<file path="config.mk">
export PLATFORM = sky130hd
export DESIGN_NAME = raw_socket_best_match_demux_unit_flat
export DESIGN_NICKNAME = d
export VERILOG_FILES = /design/src/rtl/core/rsbm_pkg.sv /design/src/rtl/core/rsbm_if.sv /design/src/rtl/core/raw_socket_best_match_demux_unit.sv /design/src/rtl/core/rsbm_cell.sv /design/src/flat_wrapper.sv
export SDC_FILE = /design/constraint.sdc
export NUM_CORES = 2
export LEC_CHECK = 0
export ABC_AREA = 1
export CAP_MARGIN = 20
export CORE_ASPECT_RATIO = 0.9
export CORE_MARGIN = 2
export CORE_UTILIZATION = 40
export DETAILED_ROUTE_END_ITERATION = 10
export DONT_BUFFER_PORTS = 1
export GPL_ROUTABILITY_DRIVEN = 0
export HOLD_SLACK_MARGIN = 0.15
export SKIP_LAST_GASP = 1
export SLEW_MARGIN = 20
export SYNTH_ARGS = -nofsm -noshare
export SYNTH_HDL_FRONTEND = slang
export SYNTH_SLANG_ARGS = --single-unit
</file>
<file path="constraint.sdc">
create_clock -name i_clk -period 19.84 [get_ports i_clk]
set_clock_uncertainty 0.1 [all_clocks]
set_input_delay 1.984 -clock i_clk [delete_from_list [all_inputs] [get_ports i_clk]]
set_output_delay 1.984 -clock i_clk [all_outputs]
set_load 0.05 [all_outputs]
</file>
<file path="src/rtl/core/rsbm_pkg.sv">
// ----------------------------------------------------------------------------
// rsbm_pkg
// Shared types and constants for the raw socket best-match demux.
// ----------------------------------------------------------------------------
package rsbm_pkg;

    localparam int ADDR_W  = 32;
    localparam int PROTO_W = 8;
    localparam int LEVEL_W = 3;
    localparam int SLOT_W  = 3;

    // item kind
    localparam logic KIND_LOOKUP = 1'b0;
    localparam logic KIND_WRITE  = 1'b1;

    // match levels
    localparam logic [LEVEL_W-1:0] LEVEL_NONE     = 3'd0;
    localparam logic [LEVEL_W-1:0] LEVEL_CATCHALL = 3'd1;
    localparam logic [LEVEL_W-1:0] LEVEL_PROTO    = 3'd2;
    localparam logic [LEVEL_W-1:0] LEVEL_ONE_ADDR = 3'd3;
    localparam logic [LEVEL_W-1:0] LEVEL_FULL     = 3'd4;

    // entry load broadcast to every cell
    typedef struct packed {
        logic               en;
        logic [SLOT_W-1:0]  index;
        logic               in_use;
        logic [PROTO_W-1:0] protocol;
        logic               local_set;
        logic [ADDR_W-1:0]  local_addr;
        logic               remote_set;
        logic [ADDR_W-1:0]  remote_addr;
    } t_wr;

    // lookup token passed from cell to cell
    typedef struct packed {
        logic               valid;
        logic [ADDR_W-1:0]  src;
        logic [ADDR_W-1:0]  dst;
        logic [PROTO_W-1:0] proto;
        logic [LEVEL_W-1:0] level;
        logic [SLOT_W-1:0]  slot;
    } t_token;

endpackage

</file>
<file path="src/rtl/core/rsbm_if.sv">
// ----------------------------------------------------------------------------
// rsbm_in_if / rsbm_out_if
// Valid/ready channels carrying the demux input and result items.
// ----------------------------------------------------------------------------
interface rsbm_in_if;
    logic        valid;
    logic        ready;
    logic        kind;
    logic [2:0]  entry_index;
    logic        entry_in_use;
    logic [7:0]  entry_protocol;
    logic        entry_local_set;
    logic [31:0] entry_local_addr;
    logic        entry_remote_set;
    logic [31:0] entry_remote_addr;
    logic [31:0] pkt_src_addr;
    logic [31:0] pkt_dst_addr;
    logic [7:0]  pkt_protocol;

    modport source (
        output valid, kind, entry_index, entry_in_use, entry_protocol,
               entry_local_set, entry_local_addr, entry_remote_set,
               entry_remote_addr, pkt_src_addr, pkt_dst_addr, pkt_protocol,
        input  ready
    );
    modport sink (
        input  valid, kind, entry_index, entry_in_use, entry_protocol,
               entry_local_set, entry_local_addr, entry_remote_set,
               entry_remote_addr, pkt_src_addr, pkt_dst_addr, pkt_protocol,
        output ready
    );
endinterface

interface rsbm_out_if;
    logic       valid;
    logic       ready;
    logic [2:0] match_level;
    logic [2:0] match_slot;

    modport source (output valid, match_level, match_slot, input ready);
    modport sink   (input valid, match_level, match_slot, output ready);
endinterface

</file>
<file path="src/rtl/core/raw_socket_best_match_demux_unit.sv">
// ----------------------------------------------------------------------------
// raw_socket_best_match_demux_unit
// Socket table with best-match lookup, one cell per slot in a chain.
// ----------------------------------------------------------------------------
// Lookup: the token is registered in each cell in turn as it walks the chain,
// and the result is then registered at the output; the chain holds while a
// finished result cannot leave. A write is registered into its cell directly.
// Input: closed from the taking of a lookup until its result is registered
// at the output; writes are taken every cycle while no lookup is in the chain.
// Reset: clears every slot's in-use flag, the chain, the busy flag and the output valid flag.
module raw_socket_best_match_demux_unit
    import rsbm_pkg::*;
#(
    parameter int NUM_SLOTS = 8
) (
    input  logic              i_clk,
    input  logic              i_rst_n,
    rsbm_in_if.sink           i_in,
    rsbm_out_if.source        o_out
);

    t_token             tok [NUM_SLOTS+1];
    logic [NUM_SLOTS:0] tok_valid;
    t_wr                wr;
    logic               in_acc;
    logic               adv;
    logic               done;

    logic               r_busy;
    logic               r_out_valid;
    logic [LEVEL_W-1:0] r_level;
    logic [SLOT_W-1:0]  r_slot;

    assign in_acc     = i_in.valid && i_in.ready;
    assign i_in.ready = !r_busy;

    assign wr.en          = in_acc && (i_in.kind == KIND_WRITE);
    assign wr.index       = i_in.entry_index;
    assign wr.in_use      = i_in.entry_in_use;
    assign wr.protocol    = i_in.entry_protocol;
    assign wr.local_set   = i_in.entry_local_set;
    assign wr.local_addr  = i_in.entry_local_addr;
    assign wr.remote_set  = i_in.entry_remote_set;
    assign wr.remote_addr = i_in.entry_remote_addr;

    assign tok[0].valid = in_acc && (i_in.kind == KIND_LOOKUP);
    assign tok[0].src   = i_in.pkt_src_addr;
    assign tok[0].dst   = i_in.pkt_dst_addr;
    assign tok[0].proto = i_in.pkt_protocol;
    assign tok[0].level = LEVEL_NONE;
    assign tok[0].slot  = '0;

    // hold the chain while a finished result cannot leave
    assign adv  = !(tok[NUM_SLOTS].valid && r_out_valid && !o_out.ready);
    assign done = tok[NUM_SLOTS].valid && adv;

    genvar g;
    generate
        for (g = 0; g < NUM_SLOTS; g++) begin : g_cell
            rsbm_cell #(
                .SLOT_ID (g)
            ) u_cell (
                .i_clk   (i_clk),
                .i_rst_n (i_rst_n),
                .i_adv   (adv),
                .i_wr    (wr),
                .i_tok   (tok[g]),
                .o_tok   (tok[g+1])
            );
        end
        for (g = 0; g <= NUM_SLOTS; g++) begin : g_tv
            assign tok_valid[g] = tok[g].valid;
        end
    endgenerate

    always_ff @(posedge i_clk) begin
        if (!i_rst_n) begin
            r_busy      <= 1'b0;
            r_out_valid <= 1'b0;
        end else begin
            if (tok[0].valid) begin
                r_busy <= 1'b1;
            end else if (done) begin
                r_busy <= 1'b0;
            end
            if (done) begin
                r_out_valid <= 1'b1;
            end else if (o_out.ready) begin
                r_out_valid <= 1'b0;
            end
        end
    end

    always_ff @(posedge i_clk) begin
        if (done) begin
            r_level <= tok[NUM_SLOTS].level;
            r_slot  <= tok[NUM_SLOTS].slot;
        end
    end

    assign o_out.valid       = r_out_valid;
    assign o_out.match_level = r_level;
    assign o_out.match_slot  = r_slot;

    a_one_token: assert property (@(posedge i_clk) disable iff (!i_rst_n)
        $onehot0(tok_valid))
        else $error("more than one lookup token in the chain");

    a_busy_after_lookup: assert property (@(posedge i_clk) disable iff (!i_rst_n)
        tok[0].valid |=> r_busy)
        else $error("lookup taken but block not marked busy");

    a_level_range: assert property (@(posedge i_clk) disable iff (!i_rst_n)
        r_out_valid |-> (r_level <= LEVEL_FULL))
        else $error("match level out of range");

    a_no_match_slot: assert property (@(posedge i_clk) disable iff (!i_rst_n)
        (r_out_valid && (r_level == LEVEL_NONE)) |-> (r_slot == '0))
        else $error("slot set without a match");

endmodule

</file>
<file path="src/rtl/core/rsbm_cell.sv">
// ----------------------------------------------------------------------------
// rsbm_cell
// One socket table slot: holds the entry and grades the passing lookup token.
// ----------------------------------------------------------------------------
module rsbm_cell
    import rsbm_pkg::*;
#(
    parameter int SLOT_ID = 0
) (
    input  logic   i_clk,
    input  logic   i_rst_n,
    input  logic   i_adv,
    input  t_wr    i_wr,
    input  t_token i_tok,
    output t_token o_tok
);

    logic               r_valid;
    logic [PROTO_W-1:0] r_proto;
    logic               r_loc_set;
    logic [ADDR_W-1:0]  r_loc_addr;
    logic               r_rem_set;
    logic [ADDR_W-1:0]  r_rem_addr;
    t_token             r_tok;
    t_token             n_tok;

    logic               wr_hit;
    logic               proto_eq;
    logic               loc_hit;
    logic               rem_hit;
    logic               no_addr;
    logic [LEVEL_W-1:0] level;

    // slots beyond the index field can never be written
    assign wr_hit = i_wr.en && (SLOT_ID < (1 << SLOT_W)) && (i_wr.index == SLOT_W'(SLOT_ID));

    always_ff @(posedge i_clk) begin
        if (!i_rst_n) begin
            r_valid <= 1'b0;
        end else if (wr_hit) begin
            r_valid <= i_wr.in_use;
        end
    end

    always_ff @(posedge i_clk) begin
        if (wr_hit) begin
            r_proto    <= i_wr.protocol;
            r_loc_set  <= i_wr.local_set;
            r_loc_addr <= i_wr.local_addr;
            r_rem_set  <= i_wr.remote_set;
            r_rem_addr <= i_wr.remote_addr;
        end
    end

    assign proto_eq = (r_proto == i_tok.proto);
    assign loc_hit  = r_loc_set && (r_loc_addr == i_tok.dst);
    assign rem_hit  = r_rem_set && (r_rem_addr == i_tok.src);
    assign no_addr  = !r_loc_set && !r_rem_set;

    always_comb begin
        level = LEVEL_NONE;
        priority if (!r_valid) begin
            level = LEVEL_NONE;
        end else if (proto_eq && rem_hit && loc_hit) begin
            level = LEVEL_FULL;
        end else if (proto_eq && ((rem_hit && !r_loc_set) || (loc_hit && !r_rem_set))) begin
            level = LEVEL_ONE_ADDR;
        end else if (proto_eq && no_addr) begin
            level = LEVEL_PROTO;
        end else if ((r_proto == '0) && no_addr) begin
            level = LEVEL_CATCHALL;
        end
    end

    // strictly greater keeps the lower slot on a tie
    always_comb begin
        n_tok = i_tok;
        if (level > i_tok.level) begin
            n_tok.level = level;
            n_tok.slot  = SLOT_W'(SLOT_ID);
        end
    end

    always_ff @(posedge i_clk) begin
        if (!i_rst_n) begin
            r_tok.valid <= 1'b0;
        end else if (i_adv) begin
            r_tok.valid <= n_tok.valid;
        end
        if (i_adv) begin
            r_tok.src   <= n_tok.src;
            r_tok.dst   <= n_tok.dst;
            r_tok.proto <= n_tok.proto;
            r_tok.level <= n_tok.level;
            r_tok.slot  <= n_tok.slot;
        end
    end

    assign o_tok = r_tok;

endmodule
</file>
<file path="src/flat_wrapper.sv">
// flat-port wrapper written by rule: the top's interface ports become plain ports
module raw_socket_best_match_demux_unit_flat import rsbm_pkg::*;
#(
    parameter int NUM_SLOTS = 8
)
  (i_clk, i_rst_n, i_in_valid, i_in_kind, i_in_entry_index, i_in_entry_in_use, i_in_entry_protocol, i_in_entry_local_set, i_in_entry_local_addr, i_in_entry_remote_set, i_in_entry_remote_addr, i_in_pkt_src_addr, i_in_pkt_dst_addr, i_in_pkt_protocol, i_in_ready, o_out_valid, o_out_match_level, o_out_match_slot, o_out_ready);
  rsbm_in_if i_in_i ();
  rsbm_out_if o_out_i ();
  input  logic i_clk;
  input  logic i_rst_n;
  input wire logic [$bits(i_in_i.valid)-1:0] i_in_valid;
  input wire logic [$bits(i_in_i.kind)-1:0] i_in_kind;
  input wire logic [$bits(i_in_i.entry_index)-1:0] i_in_entry_index;
  input wire logic [$bits(i_in_i.entry_in_use)-1:0] i_in_entry_in_use;
  input wire logic [$bits(i_in_i.entry_protocol)-1:0] i_in_entry_protocol;
  input wire logic [$bits(i_in_i.entry_local_set)-1:0] i_in_entry_local_set;
  input wire logic [$bits(i_in_i.entry_local_addr)-1:0] i_in_entry_local_addr;
  input wire logic [$bits(i_in_i.entry_remote_set)-1:0] i_in_entry_remote_set;
  input wire logic [$bits(i_in_i.entry_remote_addr)-1:0] i_in_entry_remote_addr;
  input wire logic [$bits(i_in_i.pkt_src_addr)-1:0] i_in_pkt_src_addr;
  input wire logic [$bits(i_in_i.pkt_dst_addr)-1:0] i_in_pkt_dst_addr;
  input wire logic [$bits(i_in_i.pkt_protocol)-1:0] i_in_pkt_protocol;
  output wire logic [$bits(i_in_i.ready)-1:0] i_in_ready;
  output wire logic [$bits(o_out_i.valid)-1:0] o_out_valid;
  output wire logic [$bits(o_out_i.match_level)-1:0] o_out_match_level;
  output wire logic [$bits(o_out_i.match_slot)-1:0] o_out_match_slot;
  input wire logic [$bits(o_out_i.ready)-1:0] o_out_ready;
  assign i_in_i.valid = i_in_valid;
  assign i_in_i.kind = i_in_kind;
  assign i_in_i.entry_index = i_in_entry_index;
  assign i_in_i.entry_in_use = i_in_entry_in_use;
  assign i_in_i.entry_protocol = i_in_entry_protocol;
  assign i_in_i.entry_local_set = i_in_entry_local_set;
  assign i_in_i.entry_local_addr = i_in_entry_local_addr;
  assign i_in_i.entry_remote_set = i_in_entry_remote_set;
  assign i_in_i.entry_remote_addr = i_in_entry_remote_addr;
  assign i_in_i.pkt_src_addr = i_in_pkt_src_addr;
  assign i_in_i.pkt_dst_addr = i_in_pkt_dst_addr;
  assign i_in_i.pkt_protocol = i_in_pkt_protocol;
  assign i_in_ready = i_in_i.ready;
  assign o_out_valid = o_out_i.valid;
  assign o_out_match_level = o_out_i.match_level;
  assign o_out_match_slot = o_out_i.match_slot;
  assign o_out_i.ready = o_out_ready;
  raw_socket_best_match_demux_unit #(.NUM_SLOTS(NUM_SLOTS)) u_core (.i_clk(i_clk), .i_rst_n(i_rst_n), .i_in(i_in_i), .o_out(o_out_i));
endmodule
</file>
Word-level counts from Yosys, hierarchy flattened
Cells that the tools add are included. W data, S select, Z words.

Register bits: 1168. Bits of input ports: 155. Output and inout port bits: 8. Word-level logic and storage cells: 320.

Order comparisons: 8. Equal/unequal tests: 31. Multiplexer cells: 51. Bitwise logic cells: 1. Reductions and logical operators: 132.

Operators with widths (number): $eq A32 B32 Y1 (16); $logic_and A1 B1 Y1 (94); $eq A8 B8 Y1 (8); $logic_not A8 Y1 (8); $mux W3 (16); $mux W6 (7); $mux W2 (16); $gt A3 B3 Y1 (7); $logic_not A1 Y1 (19); $eq A3 B3 Y1 const B (4); $mux W1 (12); $logic_or A1 B1 Y1 (8); $eq A3 B2 Y1 const B (2); $reduce_bool A2 Y1 (2); $eq A3 B1 Y1 const B (1); $gt A3 B1 Y1 const B (1); $logic_not A3 Y1 (1); $not A1 Y1 (1).

Depth between registers and ports, before layout
Word-level depth: 10. Depth in mapped cells: 21. Depth with buffers taken out: 21.

Cells and area by module
A second synthesis with hierarchy kept.

Cells, all modules: 5424. Area, all modules: 54945.2 um^2.

Modules (own cells, without submodules): rsbm_cell at u_core.g_cell[1].u_cell ... (instances 3, cells each 705, area an instance 6939.2 um^2, sequential area each 4604.4 um^2); rsbm_cell at u_core.g_cell[3].u_cell ... (instances 3, cells each 703, area an instance 6936.7 um^2, sequential area each 4604.4 um^2); rsbm_cell at u_core.g_cell[7].u_cell (instances 1, cells each 701, area an instance 6952.9 um^2, sequential area each 4604.4 um^2); rsbm_cell at u_core.g_cell[0].u_cell (instances 1, cells each 475, area an instance 6068.3 um^2, sequential area each 4604.4 um^2); raw_socket_best_match_demux_unit (instances 1, cells each 24, area an instance 296.5 um^2, sequential area each 220.2 um^2).

Worst setup path after synthesis
No wires, ideal clock.

Kind: in2reg. From: input o_out_ready. To: register u_core.g_cell[0].u_cell.r_tok (netlist bit u_core.g_cell[0].u_cell.o_tok[10]) (enable). Setup time: 4.343 ns. Data arrival time: 12.292 ns. Required time: 15.397 ns. Slack: 3.105 ns. Stages on the path: 4. Path buffers: 0. Cell sequence: inv_1 nand2_1 nor2_2 clkinv_1.

Cells in the longest elaborated chain, start to end: 2.

RTL lines: start: declaration (RTL line flat_wrapper.sv:27) `input wire logic [$bits(o_out_i.ready)-1:0] o_out_ready;`; $logic_not A1 Y1 (RTL line raw_socket_best_match_demux_unit.sv:54) `assign adv = !(tok[NUM_SLOTS].valid && r_out_valid && !o_out.ready);`; $logic_and A1 B1 Y1 (RTL line raw_socket_best_match_demux_unit.sv:54); end: declaration (RTL line rsbm_cell.sv:24) `t_token r_tok;`.

Every way passes these cells. A chain may end at the register's enable or synchronous reset.

Final worst setup path
From: input o_out_ready. To: register u_core.g_cell[0].u_cell.r_tok (netlist bit u_core.g_cell[0].u_cell.o_tok[15]) (enable).

Same word-level chain as after synthesis.

==> flow_summary.yaml <==
global_routing:
  grt_remaining_overflow: 0
  grtUsageMet2_pct: 29.0
  grt_usage_pct: 19.4
  grt_busiest_layer: "met2"
  antenna_found_initial: 8
  grt_start_max_net_pins: 137
  grt_first_pass_wirelength_um: 179000
  grt_pass1_vias: 28500
  use_met3_pct: 3.40
  use_met1_pct: 27.9
setup_path:
  end_kind: "flip-flop"
  critical-path-max-stage-delay_ns: 0.84
  cp-endpoint: "u_core.g_cell[0].u_cell.o_tok[15]$_DFFE_PN_"
  startpoint: "o_out_ready"
  cp_common_cell: "buf_4"
  r2r_slack_ns: 14.65
  r2r-start: "u_core.o_out.valid$_SDFFE_PN0P_"
  crit_chain: "inv_1, nand2_1, nor2_2, inv_8, buf_4, buf_4, buf_4, buf_4, buf_12"
  crit_cells: 9
  crit_required_ns: 20.16
  crit_type: "in2reg"
  cp_max_fo: 136
  start_kind: "input pin"
  timing.rr.end: "u_core.g_cell[0].u_cell.o_tok[15]$_DFFE_PN_"
  critical_path.slowest_cell: "buf_4"
  cpLargestDelayFamily: "buffers and inverters"
  crit_arrival_ns: 6.26
  reg2regPathDepth: 8
  path_buf_inv: 7
synthesis:
  ys_seq_area_share_pct: 70.8
  synth-main-ff-cell: "edfxtp_1"
  synth_cell_type_count: 38
  synth_fp_nets: 4475
  synth_edf_count: 1143
  synth-seq-cells: 1161
  async_reset_ff_share_pct: 0
  netlist_instances: 4299
  avgSynthCellArea_um2: 11.4
  netlist_area_mm2: 0.0490
  synth_warnings: 0
detailed_routing:
  wl_per_cell_um: 19.9
  drtIter0Drc: 2708
  ant_nets: 0
  num_vias: 30100
  drcViolationCount: 0
  viasPerCell: 4.91
  firstDrtPassIters: 6
  routed_wl_um: 122000
worst_hold_path:
  hold_class: "reg2reg"
power:
  p_leak_nw: 22.2
  peakVddDrop_v: 0.0000692
  power.total_w: 0.00519
  p_per_area_mw_per_mm2: 94.2
timing:
  fmax_ghz: 0.168
  rsz0062_at_grt: "false"
  fin_crit_ns: 5.94
  final-hold-violation-count: 0
  tns_ns: 0
  finalMaxSlewViolations: 0
  worst_pin_slew_ns: 1.04
  fin_crit_sh_pct: 29.9
  max_slew_margin_pct: 31.0
  setup-violations-final: 0
floorplan:
  die_h_um: 336
  core_area_mm2: 0.121
  rows: 121
  initial_core_util_pct: 40.4
  num_io_pins: 163
  die_area_mm2: 0.125
  die_w_um: 373
finish:
  syn_to_final_growth_pct: 12.5
  layout_commonest_cell: "edfxtp_1"
  drive_above_1_share_pct: 7.10
  final_nets: 4609
  layout_common_cells: "edfxtp_1, nand2_1, inv_1"
clock_network:
  clk_pin_slew_ns: 0.06
  htreeDepth: 3
  cts_setup_buffers: 0
  hold_buffers: 0
  cts_root_buf: "clkbuf_16"
  clock_sinks: 1161
  worstSkewPairLatency_ns: 0.73
  clock_path_buffers: 3
  numCtsBuffers: 117
  cts_tree: "built"
  ctsResizeCount: 0
status:
  status: "completed"
run:
  drv_cap: 0
place:
  dpl.hpwl_um: 93000
  port_buffers: 0
-- per-layer routing --
layer	vias up	part of all wire (%)
met3	250	7.5
met2	1150	43
li1	14600	-
met5	-	0
met4	0	4.1
met1	14200	46
-- cells in the mapped netlist, drive strengths merged, types with 21 or more instances --
cell type / count / area share, %
inv: 681 / 5.2
nor3: 50 / 0.54
nand4: 117 / 1.5
nor2: 541 / 4.2
xor2: 72 / 1.3
o21ai: 103 / 1.1
edfxtp: 1143 / 70
or2: 115 / 1.5
o22ai: 31 / 0.40
nand3: 128 / 1.3
a21oi: 23 / 0.25
ha: 21 / 0.54
nand2: 1047 / 8.0
xnor2: 124 / 2.2
-- cell families after synthesis --
kind of cell	count (synthesis)	share of synthesized area (%)
AO/OA/AOI/OAI	171	1.91
XOR/XNOR	196	3.51
adder cells (fa/ha/maj)	21	0.537
buffers and inverters	689	5.28
AND/OR/NAND/NOR	2061	17.9
flip-flops	1161	70.8
-- final cells by class --
type | count | area, um2
Inverter | 687 | 2590
Timing Repair Buffer | 17 | 153
Tap cell | 1599 | 2000
Multi-Input combinational cell | 2449 | 11800
Fill cell | 10700 | 66200
Sequential cell | 1161 | 34700
Clock buffer | 136 | 3000
Antenna cell | 6 | 15.0
Clock inverter | 83 | 902
-- sequential cells by signal, summed over array words and instances, names as in the netlist, 8 cells and up --
signal,cells
u_core.g_cell.u_cell.r_rem_set,8
u_core.g_cell.u_cell.r_proto,64
u_core.g_cell.u_cell.r_rem_addr,256
u_core.g_cell.u_cell.o_tok,553
u_core.g_cell.u_cell.r_loc_set,8
u_core.g_cell.u_cell.r_valid,8
u_core.g_cell.u_cell.r_loc_addr,256
-- worst min path at each step --
stage | from | cells after the start | endpoint
finish | u_core.g_cell[7].u_cell.o_tok[4]$_DFFE_PN_ | 0 | u_core.o_out.match_level[1]$_DFFE_PP_
global route | u_core.g_cell[7].u_cell.o_tok[4]$_DFFE_PN_ | 0 | u_core.o_out.match_level[1]$_DFFE_PP_
CTS | u_core.g_cell[7].u_cell.o_tok[4]$_DFFE_PN_ | 0 | u_core.o_out.match_level[1]$_DFFE_PP_
detailed placement | u_core.g_cell[7].u_cell.o_tok[4]$_DFFE_PN_ | 0 | u_core.o_out.match_level[1]$_DFFE_PP_
global placement | u_core.g_cell[7].u_cell.o_tok[3]$_DFFE_PN_ | 0 | u_core.o_out.match_level[0]$_DFFE_PP_
floorplan | u_core.g_cell[7].u_cell.o_tok[3]$_DFFE_PN_ | 0 | u_core.o_out.match_level[0]$_DFFE_PP_
-- worst register-to-register path: cells and delay by family, from the launching register on --
family	cells	cell delay (ns)
AND/OR/NAND/NOR	2	0.30
flip-flops	1	0.47
buffers and inverters	6	4.02
-- where the power goes --
part	switching, W	leakage (nW)	internal, W
clock	0.000940	1.88	0.00128
sequential	0.0000542	11.4	0.00276
combinational	0.0000927	8.95	0.0000548
total	0.00109	22.2	0.00410
-- per-stage QoR --
stage          util (%)  cell area [um2]  hold slack (ns)  setup slack, ns  cells
2_1_floorplan         -            49000            0.300             3.10   4299
3_3_place_gp       42.2            51100            0.311            13.03   5911
3_5_place_dp       42.2            51100            0.317            12.93   5911
4_1_cts            45.4            55000            0.330            13.72   6130
5_1_grt            45.4            55100            0.340            13.47   6132
6_report           45.4            55100            0.324            13.90   6138
Power figures use the tool's default switching activity.
